## src/sv/uartsd_pkg.sv

```systemverilog
// ----------------------------------------------------------------------------
// uartsd_pkg: shared types and constants of the UART serial datapath
// Request and response payloads, configuration and status structs, command
// codes and the character parity function.
// ----------------------------------------------------------------------------
package uartsd_pkg;

	// Command codes carried in a request
	localparam logic [3:0] CMD_IDLE      = 4'd0;
	localparam logic [3:0] CMD_LOAD      = 4'd1;
	localparam logic [3:0] CMD_TX_START  = 4'd2;
	localparam logic [3:0] CMD_TX_DATA   = 4'd3;
	localparam logic [3:0] CMD_TX_PARITY = 4'd4;
	localparam logic [3:0] CMD_TX_STOP   = 4'd5;
	localparam logic [3:0] CMD_RX_START  = 4'd6;
	localparam logic [3:0] CMD_RX_DATA   = 4'd7;
	localparam logic [3:0] CMD_RX_PARITY = 4'd8;
	localparam logic [3:0] CMD_RX_STOP   = 4'd9;
	localparam logic [3:0] CMD_READ      = 4'd10;
	localparam logic [3:0] CMD_CLR_ERR   = 4'd11;
	localparam logic [3:0] CMD_CLEAR     = 4'd12;

	// Configuration register indexes
	localparam logic [1:0] REG_DATA_BITS     = 2'd0;
	localparam logic [1:0] REG_PARITY_ENABLE = 2'd1;
	localparam logic [1:0] REG_EVEN_PARITY   = 2'd2;

	// Reset values of the configuration registers
	localparam logic [1:0] DATA_BITS_RESET = 2'd3;

	typedef struct packed {
		logic [3:0] command;
		logic       rx_line;
		logic [7:0] load_byte;
	} req_t;

	typedef struct packed {
		logic       tx_line;
		logic       rx_empty;
		logic       rx_full;
		logic       parity_fault;
		logic       framing_fault;
		logic       overrun_fault;
		logic [7:0] read_data;
	} rsp_t;

	typedef struct packed {
		logic [1:0] data_bits_code;
		logic       parity_enable;
		logic       even_parity;
	} cfg_t;

	typedef struct packed {
		logic parity;
		logic framing;
		logic overrun;
	} fault_t;

	// Bit datapath to receive ring
	typedef struct packed {
		logic       push;
		logic       pop;
		logic       clr;
		logic [7:0] data;
	} ring_ctl_t;

	// Receive ring to bit datapath and result register
	typedef struct packed {
		logic       full_now;
		logic       empty;
		logic       full;
		logic [7:0] popped;
	} ring_stat_t;

	// Parity bit over the low (code + 5) bits of v
	function automatic logic parity_bit(logic [7:0] v, logic [1:0] code, logic even);
		logic [7:0] mask;
		mask = 8'hFF >> (2'd3 - code);
		return (^(v & mask)) ^ ~even;
	endfunction

endpackage

```

## src/sv/uartsd_ring.sv

```systemverilog
// ----------------------------------------------------------------------------
// uartsd_ring: receive ring buffer
// Head/tail pointers, byte memory with registered read at the tail and the
// held popped byte. Holds at most DEPTH-1 bytes.
// ----------------------------------------------------------------------------
module uartsd_ring #(
	parameter int DEPTH = 16
) (
	input  logic                  clk,
	input  logic                  arst_n,
	input  uartsd_pkg::ring_ctl_t ctl,
	output uartsd_pkg::ring_stat_t stat
);

	localparam int PW = (DEPTH > 1) ? $clog2(DEPTH) : 1;
	localparam logic [PW-1:0] LAST = PW'(DEPTH - 1);
	localparam logic [PW-1:0] ZERO = '0;
	localparam logic [PW-1:0] ONE  = PW'(1);

	logic [PW-1:0] head_q, tail_q, head_d, tail_d;
	logic [PW-1:0] head_nx, head_d_nx;
	logic [7:0]    popped_q, popped_d;
	logic [7:0]    rd_q;
	logic          empty_now, wr_en, rd_en;
	logic [7:0]    mem [DEPTH];

	assign head_nx   = (head_q == LAST) ? ZERO : head_q + ONE;
	assign empty_now = (head_q == tail_q);
	assign wr_en     = ctl.push & ~ctl.clr;
	assign rd_en     = ctl.pop & ~empty_now & ~ctl.clr;

	always_comb begin
		head_d   = head_q;
		tail_d   = tail_q;
		popped_d = popped_q;
		if (ctl.clr) begin
			head_d   = ZERO;
			tail_d   = ZERO;
			popped_d = 8'd0;
		end else begin
			if (wr_en) begin
				head_d = head_nx;
			end
			if (rd_en) begin
				tail_d   = (tail_q == LAST) ? ZERO : tail_q + ONE;
				popped_d = rd_q;
			end
		end
	end

	assign head_d_nx = (head_d == LAST) ? ZERO : head_d + ONE;

	assign stat.full_now = (head_nx == tail_q);
	assign stat.empty    = (head_d == tail_d);
	assign stat.full     = (head_d_nx == tail_d);
	assign stat.popped   = popped_d;

	always_ff @(posedge clk or negedge arst_n) begin
		if (!arst_n) begin
			head_q   <= ZERO;
			tail_q   <= ZERO;
			popped_q <= 8'd0;
		end else begin
			head_q   <= head_d;
			tail_q   <= tail_d;
			popped_q <= popped_d;
		end
	end

	// Keep the entry at the new tail ready; forward a write to that entry
	always_ff @(posedge clk) begin
		if (wr_en) begin
			mem[head_q] <= ctl.data;
		end
		if (wr_en && (head_q == tail_d)) begin
			rd_q <= ctl.data;
		end else begin
			rd_q <= mem[tail_d];
		end
	end

endmodule

```

## src/sv/uartsd_bits.sv

```systemverilog
// ----------------------------------------------------------------------------
// uartsd_bits: transmit/receive bit datapath
// Transmit shifter and line level, receive shifter, parity and framing
// checks, sticky fault flags and the push request into the receive ring.
// ----------------------------------------------------------------------------
module uartsd_bits (
	input  logic                   clk,
	input  logic                   arst_n,
	input  logic                   fire,
	input  uartsd_pkg::req_t       req,
	input  uartsd_pkg::cfg_t       cfg,
	input  logic                   ring_full,
	output logic                   tx_level_d,
	output uartsd_pkg::fault_t     fault_d,
	output uartsd_pkg::ring_ctl_t  ring_ctl
);

	logic [7:0]         tx_shift_q, tx_shift_d;
	logic [7:0]         tx_held_q, tx_held_d;
	logic               tx_level_q;
	logic [7:0]         rx_shift_q, rx_shift_d;
	uartsd_pkg::fault_t fault_q;
	logic [7:0]         aligned;

	assign aligned = rx_shift_q >> (2'd3 - cfg.data_bits_code);

	always_comb begin
		tx_shift_d    = tx_shift_q;
		tx_held_d     = tx_held_q;
		tx_level_d    = tx_level_q;
		rx_shift_d    = rx_shift_q;
		fault_d       = fault_q;
		ring_ctl.push = 1'b0;
		ring_ctl.pop  = 1'b0;
		ring_ctl.clr  = 1'b0;
		ring_ctl.data = aligned;
		if (fire) begin
			case (req.command)
				uartsd_pkg::CMD_LOAD: begin
					tx_shift_d = req.load_byte;
					tx_held_d  = req.load_byte;
				end
				uartsd_pkg::CMD_TX_START: begin
					tx_level_d = 1'b0;
				end
				uartsd_pkg::CMD_TX_DATA: begin
					tx_level_d = tx_shift_q[0];
					tx_shift_d = {1'b0, tx_shift_q[7:1]};
				end
				uartsd_pkg::CMD_TX_PARITY: begin
					if (cfg.parity_enable) begin
						tx_level_d = uartsd_pkg::parity_bit(tx_held_q,
							cfg.data_bits_code, cfg.even_parity);
					end
				end
				uartsd_pkg::CMD_TX_STOP: begin
					tx_level_d = 1'b1;
				end
				uartsd_pkg::CMD_RX_START: begin
					if (req.rx_line) begin
						fault_d.framing = 1'b1;
					end
				end
				uartsd_pkg::CMD_RX_DATA: begin
					rx_shift_d = {req.rx_line, rx_shift_q[7:1]};
				end
				uartsd_pkg::CMD_RX_PARITY: begin
					if (cfg.parity_enable && (req.rx_line != uartsd_pkg::parity_bit(aligned,
						cfg.data_bits_code, cfg.even_parity))) begin
						fault_d.parity = 1'b1;
					end
				end
				uartsd_pkg::CMD_RX_STOP: begin
					if (!req.rx_line) begin
						fault_d.framing = 1'b1;
					end else if (ring_full) begin
						fault_d.overrun = 1'b1;
					end else if (!fault_q.framing &&
						!(cfg.parity_enable && fault_q.parity)) begin
						ring_ctl.push = 1'b1;
					end
				end
				uartsd_pkg::CMD_READ: begin
					ring_ctl.pop = 1'b1;
				end
				uartsd_pkg::CMD_CLR_ERR: begin
					fault_d = '0;
				end
				uartsd_pkg::CMD_CLEAR: begin
					tx_shift_d   = 8'd0;
					tx_held_d    = 8'd0;
					tx_level_d   = 1'b1;
					rx_shift_d   = 8'd0;
					fault_d      = '0;
					ring_ctl.clr = 1'b1;
				end
				default: begin
				end
			endcase
		end
	end

	always_ff @(posedge clk or negedge arst_n) begin
		if (!arst_n) begin
			tx_shift_q <= 8'd0;
			tx_held_q  <= 8'd0;
			tx_level_q <= 1'b1;
			rx_shift_q <= 8'd0;
			fault_q    <= '0;
		end else begin
			tx_shift_q <= tx_shift_d;
			tx_held_q  <= tx_held_d;
			tx_level_q <= tx_level_d;
			rx_shift_q <= rx_shift_d;
			fault_q    <= fault_d;
		end
	end

endmodule

```

## src/sv/uart_serial_datapath_unit.sv

```systemverilog
// ----------------------------------------------------------------------------
// uart_serial_datapath_unit: UART bit datapath, one sequencer command a request
// Executes transmit, receive, read and clear commands against the line,
// shifter, fault and receive ring state; returns the state after each command.
// ----------------------------------------------------------------------------
//
//  channel   signals                          payload
//  -------   ------------------------------   -----------------------------
//  request   req_valid / req_stall / req_data uartsd_pkg::req_t
//  response  rsp_valid / rsp_stall / rsp_data uartsd_pkg::rsp_t
//  config    cfg_we / cfg_index / cfg_wdata   2-bit data, index 0..2
//
//  One request per clock is sustained while the response side does not stall;
//  a request passes through the input register, then the response register.
//  The single command stage updates all state from the input register, so
//  command k+1 sees exactly what command k left.
//  Reset clears control state and the ring pointers at once; the ring memory
//  itself is never swept.
//  A stalled response holds the command stage; req_stall rises once the input
//  register also holds a request, so an empty input register takes one more.
// ----------------------------------------------------------------------------
module uart_serial_datapath_unit #(
	parameter int RX_DEPTH = 16
) (
	input  logic             clk,
	input  logic             arst_n,
	input  logic             req_valid,
	output logic             req_stall,
	input  uartsd_pkg::req_t req_data,
	output logic             rsp_valid,
	input  logic             rsp_stall,
	output uartsd_pkg::rsp_t rsp_data,
	input  logic             cfg_we,
	input  logic [1:0]       cfg_index,
	input  logic [1:0]       cfg_wdata
);

	uartsd_pkg::cfg_t       cfg_q;
	uartsd_pkg::req_t       req_s1;
	logic                   valid_s1;
	logic                   rsp_valid_q;
	uartsd_pkg::rsp_t       rsp_q;
	logic                   fire;
	logic                   tx_level_d;
	uartsd_pkg::fault_t     fault_d;
	uartsd_pkg::ring_ctl_t  ring_ctl;
	uartsd_pkg::ring_stat_t ring_stat;

	// Configuration registers; writes to an unused index drop
	always_ff @(posedge clk or negedge arst_n) begin
		if (!arst_n) begin
			cfg_q.data_bits_code <= uartsd_pkg::DATA_BITS_RESET;
			cfg_q.parity_enable  <= 1'b0;
			cfg_q.even_parity    <= 1'b1;
		end else if (cfg_we) begin
			case (cfg_index)
				uartsd_pkg::REG_DATA_BITS:     cfg_q.data_bits_code <= cfg_wdata;
				uartsd_pkg::REG_PARITY_ENABLE: cfg_q.parity_enable  <= cfg_wdata[0];
				uartsd_pkg::REG_EVEN_PARITY:   cfg_q.even_parity    <= cfg_wdata[0];
				default: begin
				end
			endcase
		end
	end

	// Execute the held request when the response register is free or drains
	assign fire      = valid_s1 & (~rsp_valid_q | ~rsp_stall);
	// Stall only when the input register holds a request that cannot advance
	assign req_stall = valid_s1 & rsp_valid_q & rsp_stall;

	always_ff @(posedge clk or negedge arst_n) begin
		if (!arst_n) begin
			valid_s1 <= 1'b0;
		end else if (!req_stall) begin
			valid_s1 <= req_valid;
		end
	end

	// Capture the request payload only on acceptance
	always_ff @(posedge clk) begin
		if (req_valid && !req_stall) begin
			req_s1 <= req_data;
		end
	end

	uartsd_bits u_bits (
		.clk        (clk),
		.arst_n     (arst_n),
		.fire       (fire),
		.req        (req_s1),
		.cfg        (cfg_q),
		.ring_full  (ring_stat.full_now),
		.tx_level_d (tx_level_d),
		.fault_d    (fault_d),
		.ring_ctl   (ring_ctl)
	);

	uartsd_ring #(
		.DEPTH (RX_DEPTH)
	) u_ring (
		.clk    (clk),
		.arst_n (arst_n),
		.ctl    (ring_ctl),
		.stat   (ring_stat)
	);

	// Response valid: set on execute, drop once taken
	always_ff @(posedge clk or negedge arst_n) begin
		if (!arst_n) begin
			rsp_valid_q <= 1'b0;
		end else if (fire) begin
			rsp_valid_q <= 1'b1;
		end else if (!rsp_stall) begin
			rsp_valid_q <= 1'b0;
		end
	end

	// Snapshot the state as it stands after the command
	always_ff @(posedge clk) begin
		if (fire) begin
			rsp_q.tx_line       <= tx_level_d;
			rsp_q.rx_empty      <= ring_stat.empty;
			rsp_q.rx_full       <= ring_stat.full;
			rsp_q.parity_fault  <= fault_d.parity;
			rsp_q.framing_fault <= fault_d.framing;
			rsp_q.overrun_fault <= fault_d.overrun;
			rsp_q.read_data     <= ring_stat.popped;
		end
	end

	assign rsp_valid = rsp_valid_q;
	assign rsp_data  = rsp_q;

endmodule

```

## config.mk

```make
export PLATFORM = sky130hd
export DESIGN_NAME = uart_serial_datapath_unit
export DESIGN_NICKNAME = d
export VERILOG_FILES = /design/src/sv/uartsd_pkg.sv /design/src/sv/uartsd_ring.sv /design/src/sv/uartsd_bits.sv /design/src/sv/uart_serial_datapath_unit.sv
export SDC_FILE = /design/constraint.sdc
export NUM_CORES = 1
export LEC_CHECK = 0
export ABC_AREA = 1
export ABC_CLOCK_PERIOD_IN_PS = 5300
export BUFFER_PORTS_ARGS = -buffer_cell sky130_fd_sc_hd__buf_2
export CORE_MARGIN = 2
export CORE_UTILIZATION = 60
export DETAILED_ROUTE_END_ITERATION = 12
export PLACE_DENSITY = 0.78
export SETUP_SLACK_MARGIN = 0.1
export SLEW_MARGIN = 20
export SYNTH_ARGS = -nofsm -noshare
export SYNTH_HDL_FRONTEND = slang
export SYNTH_SLANG_ARGS = --single-unit
```

## constraint.sdc

```tcl
create_clock -name clk -period 5.3 [get_ports clk]
set_input_delay 0.265 -clock clk [delete_from_list [all_inputs] [get_ports clk]]
set_output_delay 0.265 -clock clk [all_outputs]
set_load 0.05 [all_outputs]
```

# After elaboration in Yosys (flattened, before gate mapping)
# Memories as Yosys holds them, arrays and structs flattened. A register that Yosys moved wholly into a read port is not among the register bits.
# Index checks and enable logic that the tools add are counted.
word_totals:
  memories: 1
  word_cells: 127
  reg_bits: 77
  mem_bits_rw: 128
memory_table:
  columns: ["memory", "depth", "word_bits", "read_ports", "rd_clocked_by_memory_dff", "wr", "line_no", "source"]
  rows:
  - ["u_ring.mem", 16, 8, 1, 1, 1, "uartsd_ring.sv:25", "logic [7:0] mem [DEPTH];"]
op_classes:
  n_reduce_logical: 21
  shift: 2
  bitwise: 16
  muxes: 35
  n_eq_ne: 23
  add_sub_neg: 4
op_table:
  columns: ["op", "count"]
  rows:
  - ["equality test 4 bit, second input constant", 8]
  - ["case mux 8 bit (2 select lines)", 2]
  - ["two-way mux 4 bit", 7]
  - ["case mux 8 bit (3 select lines)", 1]
  - ["two-way mux 1 bit", 17]
  - ["AND 8 bit", 2]
  - ["equality test 4 x 3 -> 1 bit, second input constant", 4]
  - ["equality test 4 bit", 4]
  - ["two-way mux 8 bit", 2]
  - ["XOR reduction 8 bit", 2]
  - ["adder 4 x 1 -> 4 bit, second input constant", 3]
  - ["AND reduction 2 bit", 6]
  - ["equality test 4 x 2 -> 1 bit, second input constant", 2]
  - ["right shift 8 x 2 -> 8 bit", 1]
  - ["right shift 8 x 2 -> 8 bit, first input constant", 1]
  - ["AND 1 bit", 6]
  - ["two-way mux 3 bit", 2]
  - ["NOT 1 bit", 5]
  - ["equality test 4 x 1 -> 1 bit, second input constant", 1]
  - ["logical AND 1 bit", 4]
  - ["case mux 1 bit (2 select lines)", 2]
  - ["case mux 1 bit (4 select lines)", 1]
  - ["nonzero test 2 bit", 2]
  - ["OR reduction 2 bit", 2]
  - ["11 further kinds", 14]

# Depth between registers and ports, before layout
logic_depth:
  word_depth: 15
  ltp_mapped: 24

# By module
# From an unflattened synthesis, not the netlist that was laid out.
unflattened:
  hier_cells: 940
  area_unflattened_um2: 9545.4
by_module_without_submodules:
  columns: ["module", "area_each_um2", "seq_area_each_um2", "cells_per_inst", "instances"]
  rows:
  - ["uartsd_ring", 6548.8, 4324.1, 603, 1]
  - ["uartsd_bits", 1908.1, 701.9, 275, 1]
  - ["uart_serial_datapath_unit", 1088.5, 964.7, 62, 1]

# Worst setup path after synthesis
# OpenSTA, ideal clock, no wires.
synth_timing:
  kind: "flip-flop to flip-flop"
  from: "register rsp_valid_q (netlist: rsp_valid)"
  to: "register rsp_q (netlist bit rsp_data[11]), data pin"
  path_stages_with_launch: 19
  n_path_buf: 1
  synth_period_minus_slack_ns: 2.722
  setup_slack_ns: 2.578
  t_required_ns: 5.049
  arrival_time_ns: 2.471
  path_cell_list: "dfrtp_1 > nand2_1 > nand2_1 > inv_2 > nand3_1 > nor2_2 > nand2_4 > buf_12 > nand2_2 > nand2_2 > nand2_1 > inv_1 > ha_1 > nand4_1 > nand2_2 > o21ai_1 > nand2_1 > nand2_1 > nor2_1"
synth_rtl:
  columns: ["item", "line_no", "source"]
  rows:
  - ["start: declaration", "uart_serial_datapath_unit.sv:41", "logic rsp_valid_q;"]
  - ["start signal: assignment", "uart_serial_datapath_unit.sv:110", "rsp_valid_q <= 1'b0;"]
  - ["start signal: assignment", "uart_serial_datapath_unit.sv:112", "rsp_valid_q <= 1'b1;"]
  - ["start signal: assignment", "uart_serial_datapath_unit.sv:114", "rsp_valid_q <= 1'b0;"]
  - ["end: declaration", "uart_serial_datapath_unit.sv:42", "uartsd_pkg::rsp_t rsp_q;"]

# Final worst setup path
layout_timing:
  from: "register rsp_valid_q (netlist: rsp_valid)"
  to: "memory u_ring.mem[8][4], enable pin"
layout_via:
  elab_chain_len: 8
layout_rtl:
  columns: ["item", "line_no", "source"]
  rows:
  - ["NOT 1 bit *", "uart_serial_datapath_unit.sv:67", "assign fire = valid_s1 & (~rsp_valid_q | ~rsp_stall);"]
  - ["OR 1 bit *", "uart_serial_datapath_unit.sv:67", null]
  - ["AND 1 bit *", "uart_serial_datapath_unit.sv:67", null]
  - ["named net fire", "uart_serial_datapath_unit.sv:43", "logic fire;"]
  - ["two-way mux 3 bit *", "uartsd_bits.sv:37", "if (fire) begin"]
  - ["NOT 1 bit", "uartsd_ring.sv:29", "assign wr_en = ctl.push & ~ctl.clr;"]
  - ["AND 1 bit *", "uartsd_ring.sv:29", null]
  - ["two-way mux 1 bit *", "uartsd_ring.sv:72", "if (wr_en) begin"]
  - ["two-way mux 1 bit (implied by the code) *", "uartsd_ring.sv:73", "mem[head_q] <= ctl.data;"]
  - ["end: declaration", "uartsd_ring.sv:25", null]
# The timed path passes the listed nets; every way through them passes the cells marked *.

==> metrics <==
GRT overflow 0; WP buf/inv 2; Synth Register Bits 209; CP Data Required Time 5.43 ns; Worst Slack Setup Final 2.08 ns; max_cap viols 0; most common cell in the netlist nand2_1; Ports 38; Layout area overhead 12.8%; routed wire length per instance 18.7 um; Placer Congestion 0.858; # clock sinks 209; Worst slew margin 0.263; cts bufs inserted 22; crit-path most repeated cell nand2_1; first-pass GRT wire length 33.1 mm; Mapped Nets 882; Post-DRT Antenna Nets 0; effective utilization at floorplan 0.611; synth warn 0; Core Rows 45; die width 128 um; HP Class in2reg; slew of the pin with the lowest slew margin 1.11 ns; Post-synth EDFFs 155; Synth Flop Type edfxtp_1; Core Area 0.0151 sq mm; Synth area leaders edfxtp_1, dfrtp_1, nand2_1, a21oi_1, nand3_1; post-synthesis cell count 854; crit path cell chain nand2_1, nand2_1, inv_2, nand3_1, nor2_2, nand2_4, inv_1, nand2_1, nor2_1; DP Worst Slack 2.11 ns; fill count 1,088; Synth Cell Area 0.00926 sq mm; hold path cells 3; flop2flop setup slack 2.08 ns; root buffer cell clkbuf_16; Post-CTS Resized 0; Setup-failing EPs final 0; number of global-route vias before repair 6,362; register area share after synthesis 0.647; Clock Skew 0.0122 ns; global routing usage on met3 0.0543; r2r worst-path depth 9; H-tree level count 1; Tmin final 3.22 ns; Worst R2R Start rsp_valid$_DFFE_PN0P_; post-synth top area share 0.503; status finished clean; Clock Latency Late Sink 0.50 ns; Clock transition at path regs 0.06 ns; met1 Use GR 0.354; CP Max Fanout 21; Die Footprint 0.0164 sq mm; Synth area leader edfxtp_1; Longest Clk Path Bufs 3; fin crit share 0.607; Worst Setup End Kind flop; commonest cells in the netlist nand2_1, edfxtp_1, a21oi_1; nets 933; busiest grt layer met2; Routed WL 20.7 mm; GRT met2 Usage 0.430; Reg-to-Reg End u_ring.mem[8][4]$_DFFE_PP_; clock tree from TritonCTS built; RSZ-0062 raised after global routing no; Initial DRC Count 730; syn avg cell area 10.8 sq um; via/cell ratio 5.90; antenna diode count 0; DRC Markers 0; HPWL Detailed 13.2 mm; Peak VDD IR 323 uV; Global Route Usage Sum 0.262; slowest CP cell nor2_1; Hold EP cfg_q[3]$_DFFE_PN1P_; CP top delay family simple AND/OR/NAND/NOR gates; worst hold start cfg_wdata[1]; layout cells sized above 1 0.145; Critical Path Source Type flop; drt pass-1 iters 6; achievable clock frequency 311 MHz; Hold WS 0.0302 ns; Slew Limit Fails 0; Leakage Power 0.00418 uW; # port buffers 37; pin count of the biggest net entering global routing 65; Netlist cell types 45; WS Path Type reg2reg; setup_tns 0 ns; die height 128 um; via count 6,538; CP Data Arrival Time 3.34 ns; pwr dens 543 mW/mm^2; initial antenna violation count 0; asr flop ratio synth 0.239; Fin. Hold Viols 0; crit-path max cell delay 0.69 ns
## metal layers
metal / routed length, um / vias up
met3: 1730 / 46
met2: 9910 / 314
met4: 622 / 0
li1: - / 3075
met1: 8460 / 3103
met5: 0 / -
## metrics by stage
stage                     cells   util  power [uW]  area, sq um
after floorplan             854      -        3660         9260
after global placement     1054  0.633        4150         9590
after detailed placement   1054  0.633        4190         9590
after CTS                  1109  0.688        5660        10400
after global routing       1109  0.690        5990        10500
final                      1109  0.690        5670        10500
## layout make-up
type / instances / area [sq um] / share of cell area
well taps: 188 / 235 / 0.0225
multi-input cells: 536 / 2850 / 0.273
clock inverters: 12 / 90.1 / 0.00862
clock buffers: 28 / 594 / 0.0569
flip-flops and latches: 209 / 5990 / 0.573
inverters: 75 / 287 / 0.0274
repair buffers: 61 / 403 / 0.0386
## flip-flops by register name, summed over array words and instances, names as in the netlist, 3 cells and up, named ones only
register	count
u_ring.mem	128
u_bits.tx_shift_q	8
u_ring.tail_q	4
u_bits.tx_held_q	8
rsp_data	14
u_bits.fault_q	3
u_ring.head_q	4
u_ring.popped_q	8
req_s1	13
cfg_q	4
u_bits.rx_shift_q	8
## worst max-delay path by stage
stage | from | to | cells after the start | slack, ns
detailed placement | rsp_valid$_DFFE_PN0P_ | u_ring.mem[8][1]$_DFFE_PP_ | 9 | 2.11
finish | rsp_valid$_DFFE_PN0P_ | u_ring.mem[8][4]$_DFFE_PP_ | 9 | 2.08
floorplan | rsp_valid$_DFFE_PN0P_ | rsp_data[11]$_DFFE_PP_ | 18 | 2.58
CTS | rsp_valid$_DFFE_PN0P_ | u_ring.mem[8][1]$_DFFE_PP_ | 9 | 2.10
global route | rsp_valid$_DFFE_PN0P_ | u_ring.mem[8][1]$_DFFE_PP_ | 9 | 1.84
global placement | rsp_stall | u_ring.mem[8][1]$_DFFE_PP_ | 10 | 2.27
## power breakdown
part | internal [uW] | leakage [uW] | switching [uW] | total (uW)
registers | 2090 | 0.00208 | 201 | 2290
clock network | 846 | 0.000343 | 613 | 1460
logic | 601 | 0.00176 | 1330 | 1930
total | 3530 | 0.00418 | 2140 | 5670
## tightest hold or removal path: stages
cell	delay [ns]
buf_2	0.10
nor2_1	0.10
a21oi_1	0.05
## placed cells by master, fill, tap and decap left out, types with 3 or more instances in the layout
cell type,n
dfrtp_1,46
o311ai_0,7
a22oi_1,17
inv_2,11
ha_1,6
o21ai_1,10
nor2_4,4
buf_4,9
nand4_1,4
o22ai_1,7
o21ai_2,3
nor3_1,7
nand2_4,7
xnor2_1,9
dlygate4sd3_1,15
clkinv_2,7
clkbuf_1,5
nor2_2,4
nor2_1,33
nand2_2,9
dfstp_2,4
a21oi_1,69
clkbuf_16,23
edfxtp_1,155
clkinv_1,4
xor2_1,11
a221oi_1,10
nand2_1,199
dfxtp_1,3
o21ai_0,38
buf_2,37
inv_1,61
nand3_1,62
## repair_timing
action / CTS / global route
hold buffers: 15 / 0
setup buffers: 0 / 0
hold endpoints to repair: 60 / 0
## cell families after synthesis
kind of cell / count (synthesis) / synth area share
xor+xnor: 20 / 0.0189
mux: 1 / 0.00149
compound gates: 169 / 0.106
buf+inv: 109 / 0.0496
fa+ha+maj: 6 / 0.00811
simple gates: 340 / 0.168
flops: 209 / 0.647
(Power assumes the default switching activity.)
